File: src/hw/rtl/bqra_pkg.sv
// ----------------------------------------------------------------------------
// bqra_pkg
// Types and constants shared by the bounded queue running average core.
// ----------------------------------------------------------------------------
package bqra_pkg;

  localparam int ID_W     = 12;
  localparam int HEIGHT_W = 8;

  localparam logic KIND_INSERT = 1'b0;
  localparam logic KIND_REMOVE = 1'b1;

  typedef struct packed {
    logic                kind;
    logic [ID_W-1:0]     record_id;
    logic [HEIGHT_W-1:0] height;
  } item_t;

  typedef struct packed {
    logic [HEIGHT_W-1:0] mean_height;
    logic [ID_W-1:0]     removed_id;
    logic [HEIGHT_W-1:0] removed_height;
    logic                empty_error;
  } result_t;

  typedef struct packed {
    logic [ID_W-1:0]     id;
    logic [HEIGHT_W-1:0] height;
  } rec_t;

  // Per-cell control: load the new record, or take the neighbor's record.
  typedef struct packed {
    logic load;
    logic shift;
  } cell_ctl_t;

endpackage

File: src/hw/rtl/bqra_cell.sv
// ----------------------------------------------------------------------------
// bqra_cell
// One queue slot. Loads a new record or takes the record of its younger
// neighbor when the queue advances.
// ----------------------------------------------------------------------------
module bqra_cell (
  input  logic              clk,
  input  bqra_pkg::cell_ctl_t ctl,
  input  bqra_pkg::rec_t    new_rec,
  input  bqra_pkg::rec_t    neighbor,
  output bqra_pkg::rec_t    rec
);
  import bqra_pkg::*;

  always_ff @(posedge clk) begin
    if (ctl.load) begin
      rec <= new_rec;
    end else if (ctl.shift) begin
      rec <= neighbor;
    end
  end

endmodule

File: src/hw/rtl/bqra_div.sv
// ----------------------------------------------------------------------------
// bqra_div
// Restoring divider, one quotient bit per cycle, numerator MSB first.
// ----------------------------------------------------------------------------
module bqra_div #(
  parameter int NUM_W = 13,
  parameter int DEN_W = 4
) (
  input  logic             clk,
  input  logic             rst,
  input  logic             start,
  input  logic [NUM_W-1:0] num,
  input  logic [DEN_W-1:0] den,
  output logic             done,
  output logic [NUM_W-1:0] quot
);
  import bqra_pkg::*;

  localparam int STEP_W = $clog2(NUM_W + 1);

  logic [DEN_W-1:0]  rem;
  logic [DEN_W-1:0]  divisor;
  logic [NUM_W-1:0]  work;
  logic [STEP_W-1:0] steps;
  logic              busy;
  logic [DEN_W:0]    trial;
  logic              fits;

  assign trial = {rem, work[NUM_W-1]};
  assign fits  = (trial >= {1'b0, divisor});
  assign quot  = work;

  always_ff @(posedge clk) begin
    if (rst) begin
      busy  <= 1'b0;
      done  <= 1'b0;
      steps <= '0;
    end else begin
      done <= 1'b0;
      if (start) begin
        busy  <= 1'b1;
        steps <= STEP_W'(NUM_W);
      end else if (busy) begin
        steps <= steps - 1'b1;
        if (steps == STEP_W'(1)) begin
          busy <= 1'b0;
          done <= 1'b1;
        end
      end
    end
  end

  // The quotient bits shift into the low end of the numerator register.
  always_ff @(posedge clk) begin
    if (start) begin
      rem     <= '0;
      divisor <= den;
      work    <= num;
    end else if (busy) begin
      if (fits) begin
        rem <= DEN_W'(trial - {1'b0, divisor});
      end else begin
        rem <= trial[DEN_W-1:0];
      end
      work <= {work[NUM_W-2:0], fits};
    end
  end

endmodule

File: src/hw/rtl/bounded_queue_running_average_core.sv
// ----------------------------------------------------------------------------
// bounded_queue_running_average_core
// Bounded FIFO of records with a rounded running mean of the held heights.
// ----------------------------------------------------------------------------
// The item channel carries one transaction per operation: an insert adds a
// record at the tail (dropping the oldest one first when the queue is full),
// a remove takes the oldest record. Every item yields exactly one result
// transaction on the result channel.
// The queue is a row of CAPACITY cells; cell 0 holds the oldest record and
// the row advances one place on a remove from a non-empty queue or on an insert into a full queue.
// A remove goes from S_IDLE to S_DONE, where its result is copied into the
// output register; no new item is taken until the block is back in S_IDLE.
// An insert computes mean = (2*sum + count) / (2*count) in a bit-serial
// divider that yields NUM_W quotient bits (12 for CAPACITY = 5); the result
// passes from S_DIV through S_DONE into the output register, and no new item
// is taken until the block is back in S_IDLE.
// The block takes a new item while the previous result still waits in the
// output register; if the receiver stalls, the next finished result is held
// internally until the output register frees up, and no further item is
// taken meanwhile.
// Reset empties the queue and clears the running sum; cell contents are
// left as they are and are never read before being written.
// ----------------------------------------------------------------------------
module bounded_queue_running_average_core #(
  parameter int CAPACITY = 5
) (
  input  logic              clk,
  input  logic              rst,
  input  logic              item_valid,
  output logic              item_ready,
  input  bqra_pkg::item_t   item,
  output logic              result_valid,
  input  logic              result_ready,
  output bqra_pkg::result_t result
);
  import bqra_pkg::*;

  localparam int CNT_W = $clog2(CAPACITY + 1);
  localparam int SUM_W = $clog2(CAPACITY * 255 + 1);
  localparam int NUM_W = $clog2(2 * CAPACITY * 255 + CAPACITY + 1);
  localparam int DEN_W = CNT_W + 1;

  typedef enum logic [2:0] {
    S_IDLE = 3'b001,
    S_DIV  = 3'b010,
    S_DONE = 3'b100
  } state_t;

  state_t           state;
  logic [CNT_W-1:0] fill_count;
  logic [SUM_W-1:0] height_sum;
  result_t          pending;

  logic             take;
  logic             is_insert;
  logic             full;
  logic [CNT_W-1:0] cnt_next;
  logic [SUM_W-1:0] sum_next;
  logic             div_start;
  logic             div_done;
  logic [NUM_W-1:0] div_num;
  logic [DEN_W-1:0] div_den;
  logic [NUM_W-1:0] div_quot;
  logic             out_free;

  rec_t      cell_rec [CAPACITY];
  cell_ctl_t cell_ctl [CAPACITY];
  rec_t      new_rec;

  assign item_ready = (state == S_IDLE);
  assign take       = item_valid && item_ready;
  assign is_insert  = (item.kind == KIND_INSERT);
  assign full       = (fill_count == CNT_W'(CAPACITY));
  assign out_free   = !result_valid || result_ready;

  assign new_rec.id     = item.record_id;
  assign new_rec.height = item.height;

  // Next count and sum for an insert; a full queue loses its oldest height.
  always_comb begin
    if (full) begin
      cnt_next = fill_count;
      sum_next = height_sum - SUM_W'(cell_rec[0].height) + SUM_W'(item.height);
    end else begin
      cnt_next = fill_count + 1'b1;
      sum_next = height_sum + SUM_W'(item.height);
    end
  end

  assign div_start = take && is_insert;
  assign div_num   = NUM_W'({sum_next, 1'b0}) + NUM_W'(cnt_next);
  assign div_den   = {cnt_next, 1'b0};

  bqra_div #(
    .NUM_W(NUM_W),
    .DEN_W(DEN_W)
  ) u_div (
    .clk  (clk),
    .rst  (rst),
    .start(div_start),
    .num  (div_num),
    .den  (div_den),
    .done (div_done),
    .quot (div_quot)
  );

  for (genvar i = 0; i < CAPACITY; i++) begin : g_cell
    always_comb begin
      cell_ctl[i].load  = 1'b0;
      cell_ctl[i].shift = 1'b0;
      if (take) begin
        if (is_insert) begin
          cell_ctl[i].shift = full;
          if (full) begin
            cell_ctl[i].load = (i == CAPACITY - 1);
          end else begin
            cell_ctl[i].load = (fill_count == CNT_W'(i));
          end
        end else begin
          cell_ctl[i].shift = (fill_count != '0);
        end
      end
    end

    if (i == CAPACITY - 1) begin : g_last
      bqra_cell u_cell (
        .clk     (clk),
        .ctl     (cell_ctl[i]),
        .new_rec (new_rec),
        .neighbor(new_rec),
        .rec     (cell_rec[i])
      );
    end else begin : g_mid
      bqra_cell u_cell (
        .clk     (clk),
        .ctl     (cell_ctl[i]),
        .new_rec (new_rec),
        .neighbor(cell_rec[i+1]),
        .rec     (cell_rec[i])
      );
    end
  end

  always_ff @(posedge clk) begin
    if (rst) begin
      state        <= S_IDLE;
      fill_count   <= '0;
      height_sum   <= '0;
      result_valid <= 1'b0;
    end else begin
      if (state == S_DONE && out_free) begin
        result_valid <= 1'b1;
      end else if (result_ready) begin
        result_valid <= 1'b0;
      end
      unique case (state)
        S_IDLE: begin
          if (take) begin
            if (is_insert) begin
              fill_count <= cnt_next;
              height_sum <= sum_next;
              state      <= S_DIV;
            end else begin
              if (fill_count != '0) begin
                fill_count <= fill_count - 1'b1;
                height_sum <= height_sum - SUM_W'(cell_rec[0].height);
              end
              state <= S_DONE;
            end
          end
        end
        S_DIV: begin
          if (div_done) begin
            state <= S_DONE;
          end
        end
        S_DONE: begin
          if (out_free) begin
            state <= S_IDLE;
          end
        end
        default: state <= S_IDLE;
      endcase
    end
  end

  always_ff @(posedge clk) begin
    if (take) begin
      if (is_insert) begin
        pending <= '0;
      end else if (fill_count == '0) begin
        pending <= '{mean_height: '0, removed_id: '0, removed_height: '0,
                     empty_error: 1'b1};
      end else begin
        pending <= '{mean_height: '0, removed_id: cell_rec[0].id,
                     removed_height: cell_rec[0].height, empty_error: 1'b0};
      end
    end else if (state == S_DIV && div_done) begin
      pending.mean_height <= div_quot[HEIGHT_W-1:0];
    end
    if (state == S_DONE && out_free) begin
      result <= pending;
    end
  end

endmodule
File: config.mk
export PLATFORM = sky130hd
export DESIGN_NAME = bounded_queue_running_average_core
export DESIGN_NICKNAME = d
export VERILOG_FILES = /design/src/hw/rtl/bqra_pkg.sv /design/src/hw/rtl/bqra_cell.sv /design/src/hw/rtl/bqra_div.sv /design/src/hw/rtl/bounded_queue_running_average_core.sv
export SDC_FILE = /design/constraint.sdc
export NUM_CORES = 1
export LEC_CHECK = 0
export BUFFER_PORTS_ARGS = -buffer_cell sky130_fd_sc_hd__buf_4
export CORE_MARGIN = 2
export CORE_UTILIZATION = 40
export DETAILED_ROUTE_END_ITERATION = 7
export GPL_ROUTABILITY_DRIVEN = 0
export HOLD_SLACK_MARGIN = 0.12
export SLEW_MARGIN = 25
export SYNTH_ARGS = -nofsm -noshare
export SYNTH_HDL_FRONTEND = slang
export SYNTH_SLANG_ARGS = --single-unit
File: constraint.sdc
create_clock -name clk -period 4.5 [get_ports clk]
set_input_delay 1.35 -clock clk [delete_from_list [all_inputs] [get_ports clk]]
set_output_delay 1.35 -clock clk [all_outputs]
set_load 0.005 [all_outputs]
# After elaboration in Yosys (flattened, before gate mapping)
# Cells that the tools add are included.
[totals] register_bits=201 inputBits=25 out_inout_bits=31 elab_cells=126
[op_classes] n_addsub=8 magnitude_cmp=1 n_eq_ne=13 mux=52 bitwise=2 reduce_logical=21
[op_table] cell="20-bit 2-to-1 mux" n=10
[op_table] cell="11-bit 2-to-1 mux" n=3
[op_table] cell="29-bit 2-to-1 mux" n=1
[op_table] cell="12-bit 2-to-1 mux" n=2
[op_table] cell="11-bit by 8-bit adder with 11-bit output" n=2
[op_table] cell="21-bit 2-to-1 mux" n=1
[op_table] cell="3-bit 2-to-1 mux" n=7
[op_table] cell="1-bit 2-to-1 mux" n=17
[op_table] cell="8-bit 2-to-1 mux" n=2
[op_table] cell="2-bit nonzero test" n=8
[op_table] cell="12-bit by 3-bit adder with 12-bit output" n=1
[op_table] cell="4-bit 2-to-1 mux" n=3
[op_table] cell="11-bit by 8-bit subtractor with 11-bit output" n=1
[op_table] cell="2-bit 2-to-1 mux" n=5
[op_table] cell="3-bit by 2-bit == test with 1-bit output, second input constant" n=3
[op_table] cell="3-bit == test, second input constant" n=3
[op_table] cell="3-bit one-hot mux with 3 select lines" n=1
[op_table] cell="3-bit by 1-bit == test with 1-bit output, second input constant" n=2
[op_table] cell="2-bit by 1-bit != test with 1-bit output, second input constant" n=3
[op_table] cell="3-bit AND reduction" n=2
[op_table] cell="5-bit by 4-bit greater-or-equal comparator with 1-bit output" n=1
[op_table] cell="4-bit by 1-bit == test with 1-bit output, second input constant" n=1
[op_table] cell="1-bit logical AND" n=4
[op_table] cell="2-bit OR reduction" n=2
[op_table] cell="11 further kinds" n=12

# Longest topological paths before layout
# Gate-level depths: netlist of run 1.
[logic_depth] depth_word=6 mapped_depth=17 ltp_nobuf=17

# By module
# A second synthesis of run 1 with hierarchy kept.
[unflattened] cells_unflattened=737 area_unflattened_um2=10232.3
[modules_own_cells] mod="bqra_cell" instances=5 cells_each=43 area_each_um2=925.9 seq_area_each_um2=600.6
[modules_own_cells] mod="bounded_queue_running_average_core" instances=1 cells_each=420 area_each_um2=4351.7 seq_area_each_um2=2102.0
[modules_own_cells] mod="bqra_div" instances=1 cells_each=102 area_each_um2=1251.2 seq_area_each_um2=680.7

# Least setup slack after synthesis of run 1
# Ideal clock, no wire load.
[synth_path] path_kind="register to register" startpoint="register fill_count[1]" endpoint="register u_div.work[11] (netlist: u_div.quot[11]) (data pin)" setup_time_ps=279 arrival_ps=3921 t_required_ps=4221 slack_ps=300 path_stages_with_launch=16 path_buffers=2 period_less_slack_ps=4200 path_cell_list="dfxtp_1 -> inv_1 -> ha_1 -> nand2_1 -> clkbuf_1 -> clkbuf_1 -> o21ai_0 -> ha_1 -> fa_1 -> a211oi_1 -> o31ai_1 -> a31oi_1 -> xnor3_1 -> or4_1 -> o311ai_0 -> a31oi_1"
[synth_between] elab_chain_cells=4 word_cells_on_any_way=6 classes_between="2 x add/sub; 1 x eq/ne; 3 x mux"
[synth_lines] item="from (decl)" line_no="bounded_queue_running_average_core.sv:50" source="logic [CNT_W-1:0] fill_count;"
[synth_lines] item="from (signal assigned)" line_no="bounded_queue_running_average_core.sv:160" source="fill_count <= cnt_next;"
[synth_lines] item="from (signal assigned)" line_no="bounded_queue_running_average_core.sv:165" source="fill_count <= fill_count - 1'b1;"
[synth_lines] item="3-bit by 1-bit adder with 3-bit output / 3-bit == test (equally long branches)" line_no="bounded_queue_running_average_core.sv:85, bounded_queue_running_average_core.sv:73"
[synth_lines] item="3-bit 2-to-1 mux / 11-bit 2-to-1 mux (equally long branches)" line_no="bounded_queue_running_average_core.sv:81" source="if (full) begin"
[synth_lines] item="12-bit by 3-bit adder with 12-bit output *" line_no="bounded_queue_running_average_core.sv:91" source="assign div_num = NUM_W'({sum_next, 1'b0}) + NUM_W'(cnt_next);"
[synth_lines] item="12-bit 2-to-1 mux *" line_no="bqra_div.sv:55" source="if (start) begin"
[synth_lines] item="to (signal assigned)" line_no="bqra_div.sv:58" source="work <= num;"
[synth_lines] item="to (signal assigned)" line_no="bqra_div.sv:65" source="work <= {work[NUM_W-2:0], fits};"
[synth_lines] item="to (decl)" line_no="bqra_div.sv:23" source="logic [NUM_W-1:0] work;"
# Every way passes the cells marked *; elsewhere a longest branch is shown, timed or not.
# A chain may end at the register's enable or synchronous reset.

# Worst setup path after layout of run 1
[layout_path] startpoint="register g_cell[0].g_mid.u_cell.rec[0] in the netlist's numbering" endpoint="register u_div.work[11] (netlist: u_div.quot[11]) (data pin)"
[layout_between] elab_chain_cells=5
[layout_lines] item="from (decl)" line_no="bqra_cell.sv:11" source="output bqra_pkg::rec_t rec"
[layout_lines] item="from (signal assigned)" line_no="bqra_cell.sv:17" source="rec <= new_rec;"
[layout_lines] item="from (signal assigned)" line_no="bqra_cell.sv:19" source="rec <= neighbor;"
[layout_lines] item="11-bit by 8-bit subtractor with 11-bit output" line_no="bounded_queue_running_average_core.sv:83" source="sum_next = height_sum - SUM_W'(cell_rec[0].height) + SUM_W'(item.height);"
[layout_lines] item="11-bit by 8-bit adder with 11-bit output" line_no="bounded_queue_running_average_core.sv:83"
[layout_lines] item="11-bit 2-to-1 mux" line_no="bounded_queue_running_average_core.sv:81"
[layout_lines] item="12-bit by 3-bit adder with 12-bit output" line_no="bounded_queue_running_average_core.sv:91"
[layout_lines] item="12-bit 2-to-1 mux" line_no="bqra_div.sv:55"
# Every way passes these cells.

==> metrics.cfg, run 1 <==
[route]
routed_wl_um=18300
vias_per_cell=5.32
vias=5630
final_antenna_net_count=0
dr.pass1.iters=5
drtIter0Drc=332
drc=0
wire_per_inst_um=17.3

[cts]
clk_pin_slew_worst_paths_ns=0.06
cts_buffer_depth=3
htreeDepth=1
cts_tree=built
clk_latency_ns=0.50
cts_buffers=21
clock-sinks=201
cts-root-buf=clkbuf_16
cts_setup_buffers=0

[worst_hold_path]
hold_depth=0
hold_path_class=flop to flop
hold_start=pending[15]
whs_endpoint=result[15]

[worst_setup_path]
reg2reg_from=g_cell[0].g_mid.u_cell.rec[0]
slowest_stage=or4_1
startpoint_type=flop
max_stage_delay_ns=0.59
worst-endpoint-required_ns=4.74
regToRegSetupSlack_ns=0.24
critPathCaptureType=flop
r2r_cells=14
critPathMaxFanout=4
setup.worst_path.class=flop to flop
cpMostUsedCell=ha_1
cp_cell_sequence=ha_1 -> fa_1 -> nor2b_1 -> o31a_1 -> o21ai_0 -> nor3b_1 -> o31ai_1 -> ha_1 -> o21a_1 -> a31oi_2 -> xnor3_1 -> or4_1 -> o311ai_1 -> a31oi_1
rr_endpoint=u_div.quot[11]
cp.arrival_ns=4.49

[die]
start_util=0.405
core_area_sq_mm=0.0226
fp.dieW_um=155
die-area_sq_mm=0.0241
rows=55
io_pins=56
die_height_um=155

[synthesis]
synth-seq-area-share=0.629
ys_seq_elements=201
synthCells=687
synthDistinctLibCells=51
avgSynthCellArea_sq_um=13.3
synth.net_count=745
synth_edf_count=173
netlist_area_sq_mm=0.00915
synthFlopType=edfxtp_1
synthArstFlopShare=0
ys_warn_count=0

[timing]
final_hold_viol_count=0
worst_slack_ns=0.241
max_freq_mhz=235
fin_crit_sh=0.946
tightest_slew_ns=0.745
period_needed_ns=4.26
rsz0062_at_grt=false
finalMaxSlewViolations=0
finalSetupViolCount=0
fin_skew_ns=0.0104
slew_headroom=0.504
fin_setup_tns_ns=0

[layout]
area_delta_synth_final_pct=16.0
nets=819
drive_gt1_frac=0.242
postLayoutCoreUtil=0.470
antenna_cells=0

[grt]
grt_pass1_vias=5617
grt_max_degree=31
grt-ovfl-total=0
grt_first_pass_wirelength_um=29600
antenna_found_initial=0
grt_usage=0.154

[outcome]
status=finished clean

[flow_run]
timing.max_cap.violations=0

[placement]
dp_slack_ns=-0.0327
io_buffer_count=55
hpwlAfterDp_um=12800

[power]
power.density_mw_per_mm2=441
ir_drop_mv=0.312
p_leak_nw=3.89

area by class of cell:
cell class	count	area, sq um
Clock buffer	26	544
Clock inverter	10	78.8
Fill cell	1999	12000
Inverter	30	113
Multi-Input combinational cell	431	3190
Sequential cell	201	5760
Tap cell	285	357
Timing Repair Buffer	76	571
state kept, by name (all words and copies together), names as in the netlist:
name	flops
u_div.divisor	3
u_div.busy	1
state	3
result	29
fill_count	3
height_sum	11
g_cell.g_last.u_cell.rec	20
u_div.quot	12
result_valid	1
pending	29
u_div.done	1
u_div.rem	4
u_div.steps	4
g_cell.g_mid.u_cell.rec	80
metal layers:
layer | part of all wire | global-route usage
met4 | 0.021 | 0.0463
met5 | 0 | 0
met3 | 0.051 | 0.0248
met1 | 0.47 | 0.221
met2 | 0.46 | 0.242
repair_timing:
item,4_1_cts,5_1_grt
setup endpoints to repair,0,1
hold buffers,0,0
gates resized for setup,0,2
cell families (layout without fill, tap and decap cells):
kind of cell             Yosys count  after routing  synth area share
flip-flops                       201            201             0.629
AND/OR/NAND/NOR                  172            172            0.0883
AO/OA/AOI/OAI                    115            115            0.0804
multiplexers                      88             88             0.107
buffers and inverters             55            142            0.0230
adder cells (fa/ha/maj)           33             33            0.0484
XOR/XNOR                          23             23            0.0235
synthesized netlist by cell type (4+ instances only):
master	count	area (sq um)
xor2_1	8	70.1
nand2b_1	8	50.1
ha_1	29	363
xnor2_1	14	123
clkbuf_1	21	78.8
nand3_1	6	30.0
a21oi_1	28	140
and2_1	9	56.3
dfxtp_1	28	561
edfxtp_1	173	5190
nand2_1	51	191
mux2i_1	7	70.1
a211oi_1	9	67.6
fa_1	4	80.1
inv_1	29	109
o31ai_1	5	37.5
nor3_1	20	100
mux2_2	81	912
nor2_1	47	176
o21ai_0	33	165
and3_1	17	106
o21a_1	6	45.0
critical path, delay by kind of cell (launching register included):
| family | cells | cell delay (ns) |
|---|---|---|
| adders and majority gates | 3 | 0.97 |
| AOI/OAI and AO/OA | 7 | 1.40 |
| xor gates and xnor gates | 1 | 0.30 |
| and+or+nand+nor | 3 | 0.92 |
| DFF | 1 | 0.40 |
metrics by stage:
step	area [sq um]	hold slack (ns)	instances	total power, mW
floorplan	9150	0.400	687	2.85
global placement	9980	0.405	1023	3.08
detailed placement	9980	0.405	1023	3.11
CTS	10600	0.413	1059	4.73
global route	10600	0.418	1059	4.92
finish	10600	0.412	1059	4.68
cells in the final DEF, fill, tap and decap left out, types with 6 or more instances in the layout:
master	instances
buf_4	76
mux2_2	81
ha_1	29
nand2_1	51
and2_1	9
a211oi_1	9
edfxtp_1	173
and3_1	16
a21oi_1	28
nor3_1	20
nand3_1	6
xor2_1	8
inv_1	29
mux2i_1	7
clkbuf_16	21
nor2_1	47
o21a_1	6
nand2b_1	8
xnor2_1	14
dfxtp_1	28
o21ai_0	33
how the worst max path moves through the flow:
| stage | from | to | slack [ns] |
|---|---|---|---|
| 3_3_place_gp | item[0] | u_div.quot[11] | 0.09 |
| 3_5_place_dp | item[0] | u_div.quot[11] | -0.03 |
| 4_1_cts | g_cell[0].g_mid.u_cell.rec[0] | u_div.quot[11] | 0.17 |
| 6_report | g_cell[0].g_mid.u_cell.rec[0] | u_div.quot[11] | 0.24 |
| 5_1_grt | height_sum[0] | u_div.quot[11] | 0.03 |
| 2_1_floorplan | fill_count[1] | u_div.quot[11] | 0.30 |
report_power, final:
group	internal [mW]	total, mW	switching [mW]
Combinational	0.328	0.797	0.469
Sequential	2.22	2.29	0.0672
Clock	0.916	1.59	0.676
Total	3.46	4.68	1.21
Note: power is estimated with default switching activity, not from simulation.
==> inputs of run 2 (changes only) <==
--- a/config.mk
+++ b/config.mk
@@ -11,6 +11,7 @@
 export DETAILED_ROUTE_END_ITERATION = 7
 export GPL_ROUTABILITY_DRIVEN = 0
 export HOLD_SLACK_MARGIN = 0.12
+export MAX_ROUTING_LAYER = met4
 export SLEW_MARGIN = 25
 export SYNTH_ARGS = -nofsm -noshare
 export SYNTH_HDL_FRONTEND = slang
==> run 2 against run 1 <==
  * Combinational power barely moved
  * Routed wire length fell by 0.15%
  * Hold slack improved by 0.0012 ns
  * Critical path type unchanged
==> metrics.cfg, run 2 (synthesized netlist as in run 1, its figures left out) <==
[cts]
cts_buffer_depth=3  ; unchanged
clk_latency_ns=0.50  ; about the same
htreeDepth=1  ; unchanged
cts-root-buf=clkbuf_16  ; unchanged
cts_setup_buffers=0  ; unchanged
cts_buffers=21  ; unchanged
cts_tree=built  ; unchanged
cts_hold_buffers=0  ; unchanged
clock-sinks=201  ; unchanged
clk_pin_slew_worst_paths_ns=0.06  ; about the same
cts.repair.resized=0  ; unchanged

[worst_setup_path]
slowest_stage=or4_1  ; unchanged
setup.worst_path.class=flop to flop  ; unchanged
startpoint_type=flop  ; unchanged
cp.arrival_ns=4.50  ; was 4.49 ns
cpMostUsedCell=ha_1  ; unchanged
critPathCaptureType=flop  ; unchanged
critPathMaxFanout=4  ; unchanged
crit_buf_inv=0  ; unchanged
cp_cell_sequence=ha_1 -> fa_1 -> nor2b_1 -> o31a_1 -> o21ai_0 -> nor3b_1 -> o31ai_1 -> ha_1 -> o21a_1 -> a31oi_2 -> xnor3_1 -> or4_1 -> o311ai_1 -> a31oi_1  ; unchanged
regToRegSetupSlack_ns=0.24  ; about the same
cpLargestDelayFamily=compound AO/OA/AOI/OAI gates  ; unchanged
max_stage_delay_ns=0.59  ; about the same
worst-endpoint-required_ns=4.74  ; about the same

[die]
io_pins=56  ; unchanged
rows=55  ; unchanged
die-area_sq_mm=0.0241  ; unchanged
core_area_sq_mm=0.0226  ; unchanged
die_height_um=155  ; unchanged
start_util=0.405  ; unchanged
fp.dieW_um=155  ; unchanged

[layout]
mostFrequentLayoutCell=edfxtp_1  ; unchanged
nets=819  ; unchanged
stdcell_count=1059  ; unchanged
num-fill-cells=1999  ; unchanged
largest_register_ff_count=80  ; unchanged
final_cell_mix=173 x edfxtp_1, 81 x mux2_2, 76 x buf_4, 51 x nand2_1, 47 x nor2_1  ; unchanged
biggestRegsByFlops=g_cell.g_mid.u_cell.rec x80, pending x29, result x29  ; unchanged
antenna_cells=0  ; unchanged
area_delta_synth_final_pct=16.0  ; unchanged
largest-register=g_cell.g_mid.u_cell.rec  ; unchanged
drive_gt1_frac=0.242  ; unchanged
postLayoutCoreUtil=0.470  ; unchanged

[timing]
finalSetupViolCount=0  ; unchanged
tightest_slew_ns=0.743  ; was 0.745 ns
fin_skew_ns=0.00997  ; was 0.0104 ns
finalMaxSlewViolations=0  ; unchanged
worst_slack_ns=0.238  ; was 0.241 ns
fin_crit_sh=0.947  ; was 0.946
period_needed_ns=4.26  ; about the same
rsz0062_at_grt=false  ; unchanged
final_hold_viol_count=0  ; unchanged
slew_headroom=0.505  ; was 0.504
max_freq_mhz=235  ; about the same

[flow_run]
timing.max_cap.violations=0  ; unchanged

[placement]
dp_slack_ns=-0.0327  ; unchanged
post-place-cells=1023  ; unchanged
io_buffer_count=55  ; unchanged
hpwlAfterDp_um=12800  ; unchanged

[grt]
grt_first_pass_wirelength_um=29600  ; about the same
grt_max_degree=31  ; unchanged
grt_pass1_vias=5624  ; was 5617
grt_usage=0.158  ; was 0.154
grt-ovfl-total=0  ; unchanged
antenna_found_initial=0  ; unchanged

[power]
p_total_mw=4.68  ; about the same
p_leak_nw=3.89  ; unchanged
power.density_mw_per_mm2=441  ; about the same
ir_drop_mv=0.318  ; was 0.312 mV

[route]
vias=5626  ; was 5630
final_antenna_net_count=0  ; unchanged
drtIter0Drc=320  ; was 332
wire_per_inst_um=17.3  ; about the same
routed_wl_um=18300  ; about the same
dr.pass1.iters=5  ; unchanged
vias_per_cell=5.31  ; was 5.32
drc=0  ; unchanged

[worst_hold_path]
hold_path_class=flop to flop  ; unchanged

[outcome]
status=finished clean  ; unchanged

[run 2: cell counts in the layout (fill, tap and decap cells not counted)]
Identical to the previous run, type by type.
[run 2: stage by stage]
stage | hold slack [ns] | cell area [sq um] | setup TNS (ns)
3_3_place_gp | 0.405 | 9980 | 0
2_1_floorplan | 0.400 | 9150 | 0
6_report | 0.413 | 10600 | 0
3_5_place_dp | 0.405 | 9980 | -0.0327
4_1_cts | 0.413 | 10600 | 0
5_1_grt | 0.418 | 10600 | 0
[run 2: final cells by class]
cell class                 instances  area [sq um]  area share
clock buffer                      26           544      0.0513
clock inverter                    10          78.8     0.00743
inverter                          30           113      0.0106
multi-input combinational        431          3190       0.301
sequential                       201          5760       0.542
tap                              285           357      0.0336
timing repair buffer              76           571      0.0538
[run 2: routing by layer]
layer	vias to the layer above	global-route usage	part of all wire
met5	-	-	0
met4	0	0.0463	0.021
met3	34	0.0248	0.050
met2	161	0.242	0.46
met1	2725	0.220	0.47
li1	2706	-	-
[run 2: report_power, final]
| group | switching [mW] | leakage, nW | internal, mW |
|---|---|---|---|
| Clock | 0.677 | 0.308 | 0.916 |
| Combinational | 0.469 | 1.75 | 0.328 |
| Sequential | 0.0674 | 1.84 | 2.22 |
| Total | 1.21 | 3.89 | 3.46 |
[run 2: worst paths after layout]
kind	start	end	depth (start not counted)
max	g_cell[0].g_mid.u_cell.rec[0]	u_div.quot[11]	14
min	pending[15]	result[15]	0
min reg2reg	pending[15]	result[15]	0
max reg2reg	g_cell[0].g_mid.u_cell.rec[0]	u_div.quot[11]	14
